$ cat config.mk
export PLATFORM = sky130hd
export DESIGN_NAME = smuv_ctrl
export DESIGN_NICKNAME = d
export VERILOG_FILES = /design/src/design/smuv_pkg.sv /design/src/design/smuv_ctrl.sv
export SDC_FILE = /design/constraint.sdc
export NUM_CORES = 1
export LEC_CHECK = 0
export ABC_AREA = 1
export BUFFER_PORTS_ARGS = -buffer_cell sky130_fd_sc_hd__buf_4
export CORE_MARGIN = 5
export CORE_UTILIZATION = 53
export DETAILED_ROUTE_END_ITERATION = 7
export PLACE_DENSITY = 0.78
export SLEW_MARGIN = 25
export SYNTH_ARGS = -nofsm -noshare
export SYNTH_HDL_FRONTEND = slang
export SYNTH_SLANG_ARGS = --single-unit
$ cat constraint.sdc
create_clock -name clk -period 3.8 [get_ports clk]
set_clock_uncertainty 0.2 [all_clocks]
set_input_delay 0.57 -clock clk [delete_from_list [all_inputs] [get_ports clk]]
set_output_delay 0.57 -clock clk [all_outputs]
set_load 0.05 [all_outputs]
$ cat src/design/smuv_pkg.sv
// Package for splitmix_unit_vector_init: controller states, command/status structs,
// SplitMix64 constants. Used by the datapath, controller and top level; no dependencies.
package smuv_pkg;

  localparam logic [63:0] GOLDEN_GAMMA = 64'h9e3779b97f4a7c15;
  localparam logic [63:0] MIX_MUL_A    = 64'hbf58476d1ce4e5b9;
  localparam logic [63:0] MIX_MUL_B    = 64'h94d049bb133111eb;

  typedef enum logic [3:0] {
    ST_IDLE,
    ST_CORE_GEN,
    ST_SQRT,
    ST_CORE_DIV,
    ST_CORE_OUT,
    ST_DET_GEN,
    ST_DET_OUT
  } smuv_state_t;

  // controller -> datapath
  typedef struct packed {
    logic load;       // take identifier, clear sum and counters
    logic gen_start;  // begin hashing the next component
    logic store_core; // write finished core raw to buffer, accumulate square
    logic sqrt_start;
    logic div_start;  // divide the current core entry
    logic core_out;   // place core result in output register
    logic det_out;    // place detail result in output register
    logic idx_clr;
  } smuv_cmd_t;

  // datapath -> controller
  typedef struct packed {
    logic gen_done;
    logic sqrt_done;
    logic div_done;
  } smuv_sts_t;

endpackage

$ cat src/design/smuv_ctrl.sv
// Controller for splitmix_unit_vector_init: sequences hashing, root, division and
// output handshake. Depends on smuv_pkg.
module smuv_ctrl #(
  parameter int CORE_DIM_COUNT = 16,
  parameter int DETAIL_COUNT   = 16
) (
  input  logic                clk,
  input  logic                rst,
  input  logic                in_valid,
  output logic                in_stall,
  output logic                out_valid,
  input  logic                out_stall,
  input  smuv_pkg::smuv_sts_t sts,
  output smuv_pkg::smuv_cmd_t cmd,
  output logic                last_flag
);
  import smuv_pkg::*;

  smuv_state_t state, state_next;
  logic [5:0]  cnt, cnt_next;
  logic        ov_next;
  logic        div_busy, div_busy_next;

  always_ff @(posedge clk) begin
    if (rst) begin
      state <= ST_IDLE;
      cnt <= '0;
      out_valid <= 1'b0;
      div_busy <= 1'b0;
    end else begin
      state <= state_next;
      cnt <= cnt_next;
      out_valid <= ov_next;
      div_busy <= div_busy_next;
    end
  end

  logic out_free;
  assign out_free = !out_valid || !out_stall;

  always_comb begin
    state_next = state;
    cnt_next = cnt;
    cmd = '0;
    ov_next = out_valid && out_stall;
    div_busy_next = div_busy;
    in_stall = 1'b1;
    last_flag = 1'b0;
    case (state)
      ST_IDLE: begin
        in_stall = 1'b0;
        if (in_valid) begin
          cmd.load = 1'b1;
          cmd.idx_clr = 1'b1;
          state_next = ST_CORE_GEN;
          cnt_next = '0;
        end
      end
      ST_CORE_GEN: begin
        if (!div_busy) begin
          cmd.gen_start = 1'b1;
          div_busy_next = 1'b1;
        end else if (sts.gen_done) begin
          cmd.store_core = 1'b1;
          div_busy_next = 1'b0;
          if (cnt == 6'(CORE_DIM_COUNT - 1)) begin
            state_next = ST_SQRT;
            cnt_next = '0;
          end else begin
            cnt_next = cnt + 1'b1;
          end
        end
      end
      ST_SQRT: begin
        if (!div_busy) begin
          cmd.sqrt_start = 1'b1;
          div_busy_next = 1'b1;
        end else if (sts.sqrt_done) begin
          div_busy_next = 1'b0;
          state_next = ST_CORE_DIV;
        end
      end
      ST_CORE_DIV: begin
        if (!div_busy) begin
          cmd.div_start = 1'b1;
          div_busy_next = 1'b1;
        end else if (sts.div_done) begin
          state_next = ST_CORE_OUT;
        end
      end
      ST_CORE_OUT: begin
        if (out_free) begin
          cmd.core_out = 1'b1;
          ov_next = 1'b1;
          div_busy_next = 1'b0;
          last_flag = (DETAIL_COUNT == 0) && (cnt == 6'(CORE_DIM_COUNT - 1));
          if (cnt == 6'(CORE_DIM_COUNT - 1)) begin
            cnt_next = '0;
            state_next = (DETAIL_COUNT == 0) ? ST_IDLE : ST_DET_GEN;
          end else begin
            cnt_next = cnt + 1'b1;
            state_next = ST_CORE_DIV;
          end
        end
      end
      ST_DET_GEN: begin
        if (!div_busy) begin
          cmd.gen_start = 1'b1;
          div_busy_next = 1'b1;
        end else if (sts.gen_done) begin
          state_next = ST_DET_OUT;
        end
      end
      ST_DET_OUT: begin
        if (out_free) begin
          cmd.det_out = 1'b1;
          ov_next = 1'b1;
          div_busy_next = 1'b0;
          last_flag = (cnt == 6'(DETAIL_COUNT - 1));
          if (cnt == 6'(DETAIL_COUNT - 1)) begin
            cnt_next = '0;
            state_next = ST_IDLE;
          end else begin
            cnt_next = cnt + 1'b1;
            state_next = ST_DET_GEN;
          end
        end
      end
      default: state_next = ST_IDLE;
    endcase
  end
endmodule

==> results of run 1 <==
-- where the power goes --
| group | internal [uW] | switching, uW | total (uW) |
|---|---|---|---|
| Clock | 40.7 | 41.4 | 82.1 |
| Combinational | 138 | 327 | 465 |
| Sequential | 139 | 43.9 | 183 |
| Total | 317 | 412 | 730 |
-- synth_stat cells --
library cell / count / area share, %
sky130_fd_sc_hd__nand2_1: 35 / 15
sky130_fd_sc_hd__nor2_1: 27 / 12
sky130_fd_sc_hd__nand3_1: 17 / 10
sky130_fd_sc_hd__inv_1: 13 / 5.7
sky130_fd_sc_hd__dfxtp_1: 11 / 26
sky130_fd_sc_hd__a21oi_1: 7 / 4.1
sky130_fd_sc_hd__nand2_2: 5 / 3.7
sky130_fd_sc_hd__nor2_2: 4 / 2.9
sky130_fd_sc_hd__nand4_1: 3 / 2.2
sky130_fd_sc_hd__buf_4: 2 / 1.8
sky130_fd_sc_hd__inv_2: 2 / 0.88
sky130_fd_sc_hd__inv_4: 2 / 1.5
sky130_fd_sc_hd__nor2_4: 2 / 2.6
sky130_fd_sc_hd__nor3_1: 2 / 1.2
sky130_fd_sc_hd__o21ai_0: 2 / 1.2
sky130_fd_sc_hd__buf_6: 1 / 1.3
sky130_fd_sc_hd__clkinv_1: 1 / 0.44
sky130_fd_sc_hd__ha_1: 1 / 1.5
sky130_fd_sc_hd__nand2_4: 1 / 1.3
sky130_fd_sc_hd__nand3_2: 1 / 1.2
sky130_fd_sc_hd__nand3b_1: 1 / 0.88
sky130_fd_sc_hd__o21ai_1: 1 / 0.59
sky130_fd_sc_hd__o21bai_1: 1 / 0.88
sky130_fd_sc_hd__xor2_1: 1 / 1.0
-- metrics by stage --
step	hold slack, ps	std cells	instance area [um^2]	setup WS (ps)
floorplan	254.6	143	852.1	935.5
global placement	272.7	173	973.4	1615
detailed placement	277.7	173	973.4	1596
CTS	288.2	177	999.7	1283
global route	307.7	177	999.7	1073
finish	292.3	177	999.7	1290
-- path summary, 6_finish.rpt --
kind | startpoint | to | slack (ps) | cells past startpoint
setup / recovery | cnt[0]$_SDFFE_PP0P_ | last_flag | 1290 | 6
hold / removal | cnt[1]$_SDFFE_PP0P_ | cnt[1]$_SDFFE_PP0P_ | 290 | 2
setup reg to reg | cnt[0]$_SDFFE_PP0P_ | state[2]$_SDFFE_PP0P_ | 2080 | 9
hold reg to reg | cnt[1]$_SDFFE_PP0P_ | cnt[1]$_SDFFE_PP0P_ | 290 | 2
-- logic make-up (layout without fill, tap and decap cells) --
kind of cell | count (synthesis) | after routing
AOI/OAI and AO/OA | 11 | 11
xor gates and xnor gates | 1 | 1
buffers and inverters | 21 | 39
adders and majority gates | 1 | 1
and+or+nand+nor | 98 | 98
DFF | 11 | 11
-- sequential cells by signal (all words and copies together) (netlist names) --
name and flops:
cnt 6, state 3, div_busy 1, out_valid 1
-- final cells by class --
cell class	instances	area (um^2)
sequential	11	220.2
multi-input combinational	111	533.0
tap	16	20.02
fill	158	524.3
timing repair buffer	17	127.6
inverter	18	72.57
clock buffer	4	26.28
-- tightest hold or removal path, cell delays in order, from the launching register on --
cell	delay, ps
sky130_fd_sc_hd__dfxtp_1	330
sky130_fd_sc_hd__nand2_1	60
sky130_fd_sc_hd__a21oi_1	60
-- metal layers --
layer	track usage, %	vias to the layer above	wire length, um
li1	-	491	-
met2	24.90	31	870
met1	24.96	406	942
met4	6.550	0	10
met5	0	-	0
met3	4.217	2	174
==> results, run 1 <==
- The via count of the first global-routing pass is ~800.
- The post-synthesis register bit count is 11.
- The first TritonRoute pass finished after 4 iterations.
- The area enclosed by the die boundary is 2510 um^2.
- The nature of the critical path endpoint is an output port.
- Counting both buffers and inverters, the worst setup path holds a total of 2.
- The total power divided by cell area is between 700 and 800 nW/um^2.
- The class of the most critical hold timing path is reg2reg.
- The number of antenna diodes in the final layout is 0.
- The kind of cell with the highest combined delay along the critical path is simple AND/OR/NAND/NOR gates.
- In this run the number of H-tree levels came out at 1.
- Dividing the synthesized area by the synthesized cell count gives 5.959 um^2.
- The count of cell types in the netlist is 24.
- CTS saw 11 sinks.
- The pin count of the biggest net entering global routing is 11.
- Walking the worst path, the cells encountered are ha_1, nand3_2, nor2_4, inv_1, nor3_1, buf_4.
- The static leakage is 0.0005166 uW.
- For this run, the number of Yosys warnings is 0.
- The library cell used most frequently in the layout, excluding fill and tap cells, is sky130_fd_sc_hd__nand2_1.
- The number of post-CTS setup repair buffers is 0.
- The synthesized netlist devotes 6.755% of its cell area to compound gates.
- The top cell types in the final layout, fill and taps aside, are sky130_fd_sc_hd__nand2_1, sky130_fd_sc_hd__nor2_1, sky130_fd_sc_hd__nand3_1, sky130_fd_sc_hd__buf_4, sky130_fd_sc_hd__inv_1.
- The worst setup path is of the reg2out kind.
- In this run the tool buffered the top-level ports with 17 buffer cells.
- The clock latency at the later pin of the worst-skew pair is ~270 ps.
- The aggregate routed wire length is between 1500 and 2000 um.
- Setup violations remaining at the end of the flow were counted as 0.
- The average via count per standard cell is 5.254.
- The post-layout total power is 729.8 uW.
- The summed negative setup slack over all endpoints is 0 ps.
- After floorplanning, the core was divided into 14 placement rows.
- The stage delay of the slowest cell on the critical path is 420 ps.
- Summing the sequential cell areas from Yosys gives 25.84% of the chip area.
- The xor/xnor share of the synthesized area is 1.028%.
- The number of nets still failing antenna checks after routing is 0.
- The overall fraction of global-route tracks in use is 17.52%.
- After detailed routing, the average wire length per cell comes to 11.28 um.
- The total overflow left after global routing is 0.
- Of all nets on the critical path, the largest fanout is 7.
- The number of pins exceeding their max-slew limit in the final report is 0.
- The final layout net count is 170.
- The initial utilization of the core area, before any placement, comes to 55.91%.
- The clock tree from TritonCTS is yes.
- The category of the worst setup path launch point is a flip-flop.
- The number of nets in the synthesized netlist is around 150.
- After synthesis, the largest family of logic cells by area is simple AND/OR/NAND/NOR gates.
- The congestion estimate from routability-driven global placement came to 0.9349.
- The remaining design rule violation count is 0.
- Max-cap violations in this run came to 0.
- The run finished with clean final reports.
- From left edge to right edge, the die measures 50.10 um.
- The critical path arrival is 1740 ps.
- The detailed placer's ending HPWL is ~1600 um.
- The number of cells produced by synthesis is 143.
- Post-CTS repair changed the size of 0 cells.
- The worst relative slew slack is 74.83%.
- Relative to the synthesized area, the layout overhead comes to 17.33%.
- The core region is 1524 um^2.
- For this design the top-level I/O count stands at 18.
- The slowest library cell on the worst path is sky130_fd_sc_hd__dfxtp_1.
- The height of the die is 50.10 um.
- The starting DRC count in detailed routing is 20.
- The final count of hold timing violations is 0.
- The share of the cycle needed by the critical path after routing is between 60% and 70%.
- The measured slew at the worst slew-check pin is 377.1 ps.
- The initial antenna violation count is 0.
- Across the VDD grid, the largest voltage drop is 445.8 uV.
- For this run, the top clock speed supported by timing is 398.4 MHz.
- The clock passes through at most 2 buffers.
- The clock-pin slew of the registers on the worst-case setup and hold paths is 70 ps.
- At the end of the flow the core is filled with cells to around two thirds.
- After Yosys synthesis, full adders, half adders and majority gates account for 1.468% of the synthesized area.
- Setup repair after global routing left no endpoint under its margin.
- The total standard cell area after synthesis is 852.1 um^2.
- The post-synthesis simple-gate area fraction is 53.30%.
- The first global-routing pass estimated 3484 um of wire.
- Of the cells placed in the final design, the portion with a size suffix greater than 1 is a little under a quarter.
- The cell sitting at the root of the clock tree is a sky130_fd_sc_hd__clkbuf_4.
- The number of clock buffers added by TritonCTS is 3.
- Summing over every cut layer, the via total after detailed routing is 930.
- The total of hold buffers inserted after clock tree synthesis is 0.
- STA puts the critical path data required time at 3030 ps.
- Multiplexer cells account for 0% of the synthesized area.
- The final critical path time including I/O delays and setup is around 2500 ps.
Power figures use the tool's default switching activity.
==> inputs of run 2 (changes only) <==
--- a/config.mk
+++ b/config.mk
@@ -8,9 +8,9 @@
 export ABC_AREA = 1
 export BUFFER_PORTS_ARGS = -buffer_cell sky130_fd_sc_hd__buf_4
 export CORE_MARGIN = 5
-export CORE_UTILIZATION = 53
+export CORE_UTILIZATION = 52
 export DETAILED_ROUTE_END_ITERATION = 7
-export PLACE_DENSITY = 0.78
+export PLACE_DENSITY = 0.77
 export SLEW_MARGIN = 25
 export SYNTH_ARGS = -nofsm -noshare
 export SYNTH_HDL_FRONTEND = slang
==> constraint.sdc (replaced) <==
create_clock -name clk -period 2.6 [get_ports clk]
set_clock_uncertainty 0.2 [all_clocks]
set_input_delay 0.39 -clock clk [delete_from_list [all_inputs] [get_ports clk]]
set_output_delay 0.39 -clock clk [all_outputs]
set_load 0.05 [all_outputs]
==> run 2 against run 1 <==
  * Setup slack worse by 990 ps
  * Critical path depth unchanged
  * Utilization up 0.49 points
  * Cell count unchanged
  * Sequential power up 46%
  * Count of clock-buffer cells in the layout unchanged
  * Critical path type unchanged
  * Critical endpoint unchanged
  * Largest cell class unchanged
  * Largest power group unchanged
==> results, run 2 (synthesis results as in run 1) <==
- During I/O placement, the number of pins put on the boundary was 18.
- Counting tap cells, the placed design contains a total of 173 instances.
- The root buffer cell chosen for the clock tree is sky130_fd_sc_hd__clkbuf_4.
- The number of setup buffers added after CTS is 0.
- The flow ran to the end, and the final reports show no timing, DRC or antenna violations.
- The total clock buffers created by CTS is 3.
- The static leakage is ~0.00052 uW.
- The setup slack of the most critical reg-to-reg path is 850 ps.
- Leaving out filler cells and counting taps, the final layout contains 177.
- After layout, the minimum clock period comes to 2295 ps.
- The core region is 1524 um^2.
- The number of flip-flops under the largest register name is 6.
- The worst relative slew slack is between 70% and 80%.
- The critical path endpoint is last_flag.
- The summed negative setup slack over all endpoints is 0 ps.
- The final layout net count is 170.
- The count of buffers added on input and output ports is 17.
- The share of power burned in registers is 24.9%.
- In this run the number of H-tree levels came out at 1.
- The wire length per cell is ~12 um.
- Clock-pin slew was measured on the worst setup and hold paths at 70 ps.
- Global routing finished with a remaining overflow of 0.
- The initial antenna violation count came to 0.
- Before antenna repair, the detailed router went through 4 iterations.
- In this run the power spent charging and discharging nets is just over 600 uW.
- In this run the power density over the cells is 1072 nW/um^2.
- The power share of the clock group is 11.3%.
- In the layout the commonest cells are sky130_fd_sc_hd__nand2_1, sky130_fd_sc_hd__nor2_1, sky130_fd_sc_hd__nand3_1, sky130_fd_sc_hd__buf_4, sky130_fd_sc_hd__inv_1.
- The proportion of layout cells with a drive suffix above 1 is 24.22%.
- The cell-internal power is 464.5 uW.
- The later pin in the worst-skew pair is clocked with a latency of approximately 280 ps.
- The count of instances resized after the clock tree is built is 0.
- At the end of routability-driven placement, the weighted congestion stood at around 0.88.
- The aggregate routed wire length is 2065 um.
- The critical path starts at cnt[0]$_SDFFE_PP0P_.
- The final count of hold timing violations was 0.
- Combinational logic is responsible for 63.8% of the overall power.
- The total of hold buffers inserted after clock tree synthesis is 0.
- The detailed placer's ending HPWL is 1588 um.
- STA puts the critical path data arrival time at 1710 ps.
- Static timing analysis puts the maximum clock frequency at roughly 440 MHz.
- The startpoint identified for the worst register-to-register timing path is cnt[0]$_SDFFE_PP0P_.
- The switching share of power is 56.99%.
- The count of nets left with antenna violations once routing finished came out at 0.
- The worst hold path startpoint is rst.
- For the worst setup path, the data required time is ~2000 ps.
- The number of pins exceeding their max-slew limit in the final report is 0.
- Dividing the detail-routed via count by the number of cells gives roughly 5.4.
- The number of buffers on the longest clock path is 2.
- The wire length of the first global-routing pass is 3519 um.
- The endpoint identified for the worst register-to-register timing path is state[1]$_SDFFE_PP0P_.
- The die covers between 2000 and 3000 um^2.
- The cell depth of the worst min-delay path is 2.
- The die is 50.48 um wide.
- The initial core utilization is 55.91%.
- Setup repair after global routing left no endpoint under its margin.
- Setup violations remaining at the end of the flow were counted as 0.
- The register containing the most flip-flops in the final layout is cnt.
- Relative to the synthesized area, the layout overhead comes to 18.21%.
- The via count of the first global-routing pass is 835.
- Leaving out fill and tap cells, the most frequent cell in the layout is sky130_fd_sc_hd__nand2_1.
- The pin count of the biggest net entering global routing is 11.
- The clock sink count is 11.
- The remaining design rule violation count is 0.
- The measured slew at the worst slew-check pin is 393.3 ps.
- For this block, the via count after detailed routing is 963.
- The number of filler cells placed in the layout is 138.
- The height of the die is roughly 50 um.
- The count of cells along the worst register-to-register path is 8.
- The critical path is of the reg2out type.
- The worst-case IR drop observed on VDD is ~730 uV.
- The category of the worst setup path launch point is a flip-flop.
- The share of the cycle needed by the critical path after routing is 88.28%.
- The overall fraction of global-route tracks in use is 17.59%.
- Max-cap violations in this run came to 0.
- The number of placement rows is 14.
- TritonCTS built the clock tree.
- The largest registers in the layout are cnt: 6 flops, state: 3 flops.
- The detailed router finished its first iteration with 39 violations.
- The repair_antennas step left the layout with diodes totalling 0.
- The class of the most critical hold timing path is in2reg.
- The maximum fanout along the worst path is 7.
- The nature of the critical path endpoint is an output port.
==> run 2: cell counts in the layout (fill, tap and decap cells not counted) <==
No cell type changed its count.
==> run 2: final cells by class <==
class | instances | area, um^2 | share of cell area (%)
sequential | 11 | 220.2 | 21.86
tap | 16 | 20.02 | 1.988
clock buffer | 4 | 26.28 | 2.609
multi-input combinational | 111 | 540.5 | 53.66
timing repair buffer | 17 | 127.6 | 12.67
inverter | 18 | 72.57 | 7.205
==> run 2: worst min path at each step <==
stage	end	slack [ps]
2_1_floorplan	cnt[1]$_SDFFE_PP0P_	250
3_5_place_dp	cnt[1]$_SDFFE_PP0P_	280
5_1_grt	cnt[3]$_SDFFE_PP0P_	120
6_report	cnt[1]$_SDFFE_PP0P_	130
4_1_cts	cnt[3]$_SDFFE_PP0P_	130
3_3_place_gp	cnt[1]$_SDFFE_PP0P_	270
==> run 2: per-stage QoR <==
stage / hold WS, ps / utilization (%) / power [uW] / setup WS [ps] / instance area [um^2]
5_1_grt: 120.3 / 66.09 / 1175 / 174.6 / 1007
4_1_cts: 128.1 / 66.09 / 1076 / 304.8 / 1007
2_1_floorplan: 254.6 / - / 812.4 / 178.5 / 859.6
3_3_place_gp: 272.6 / 64.37 / 948.2 / 647.6 / 980.9
6_report: 135.0 / 66.09 / 1080 / 304.7 / 1007
3_5_place_dp: 280.8 / 64.37 / 954.1 / 617.4 / 980.9
==> run 2: power by group through the flow <==
stage	sequential [uW]	combinational [uW]	clock (uW)
5_1_grt	273	766	136
3_5_place_dp	269	685	0
2_1_floorplan	246	567	0
6_report	268	689	122
3_3_place_gp	269	679	0
4_1_cts	266	687	123
==> run 2: metal layers <==
layer	up-vias	track usage, %	part of all wire [%]
met1	424	25.67	47
met2	40	23.14	43
li1	493	-	-
met5	-	0	0
met4	0	10.21	2.2
met3	6	3.846	8.4
==> run 2: worst max-delay path, cell delays in order (launching register included) <==
cell and delay (ps):
sky130_fd_sc_hd__dfxtp_1 440, sky130_fd_sc_hd__ha_1 260, sky130_fd_sc_hd__nand3_2 120, sky130_fd_sc_hd__nor2_4 180, sky130_fd_sc_hd__inv_1 100, sky130_fd_sc_hd__nor3_2 110
sky130_fd_sc_hd__buf_4 220
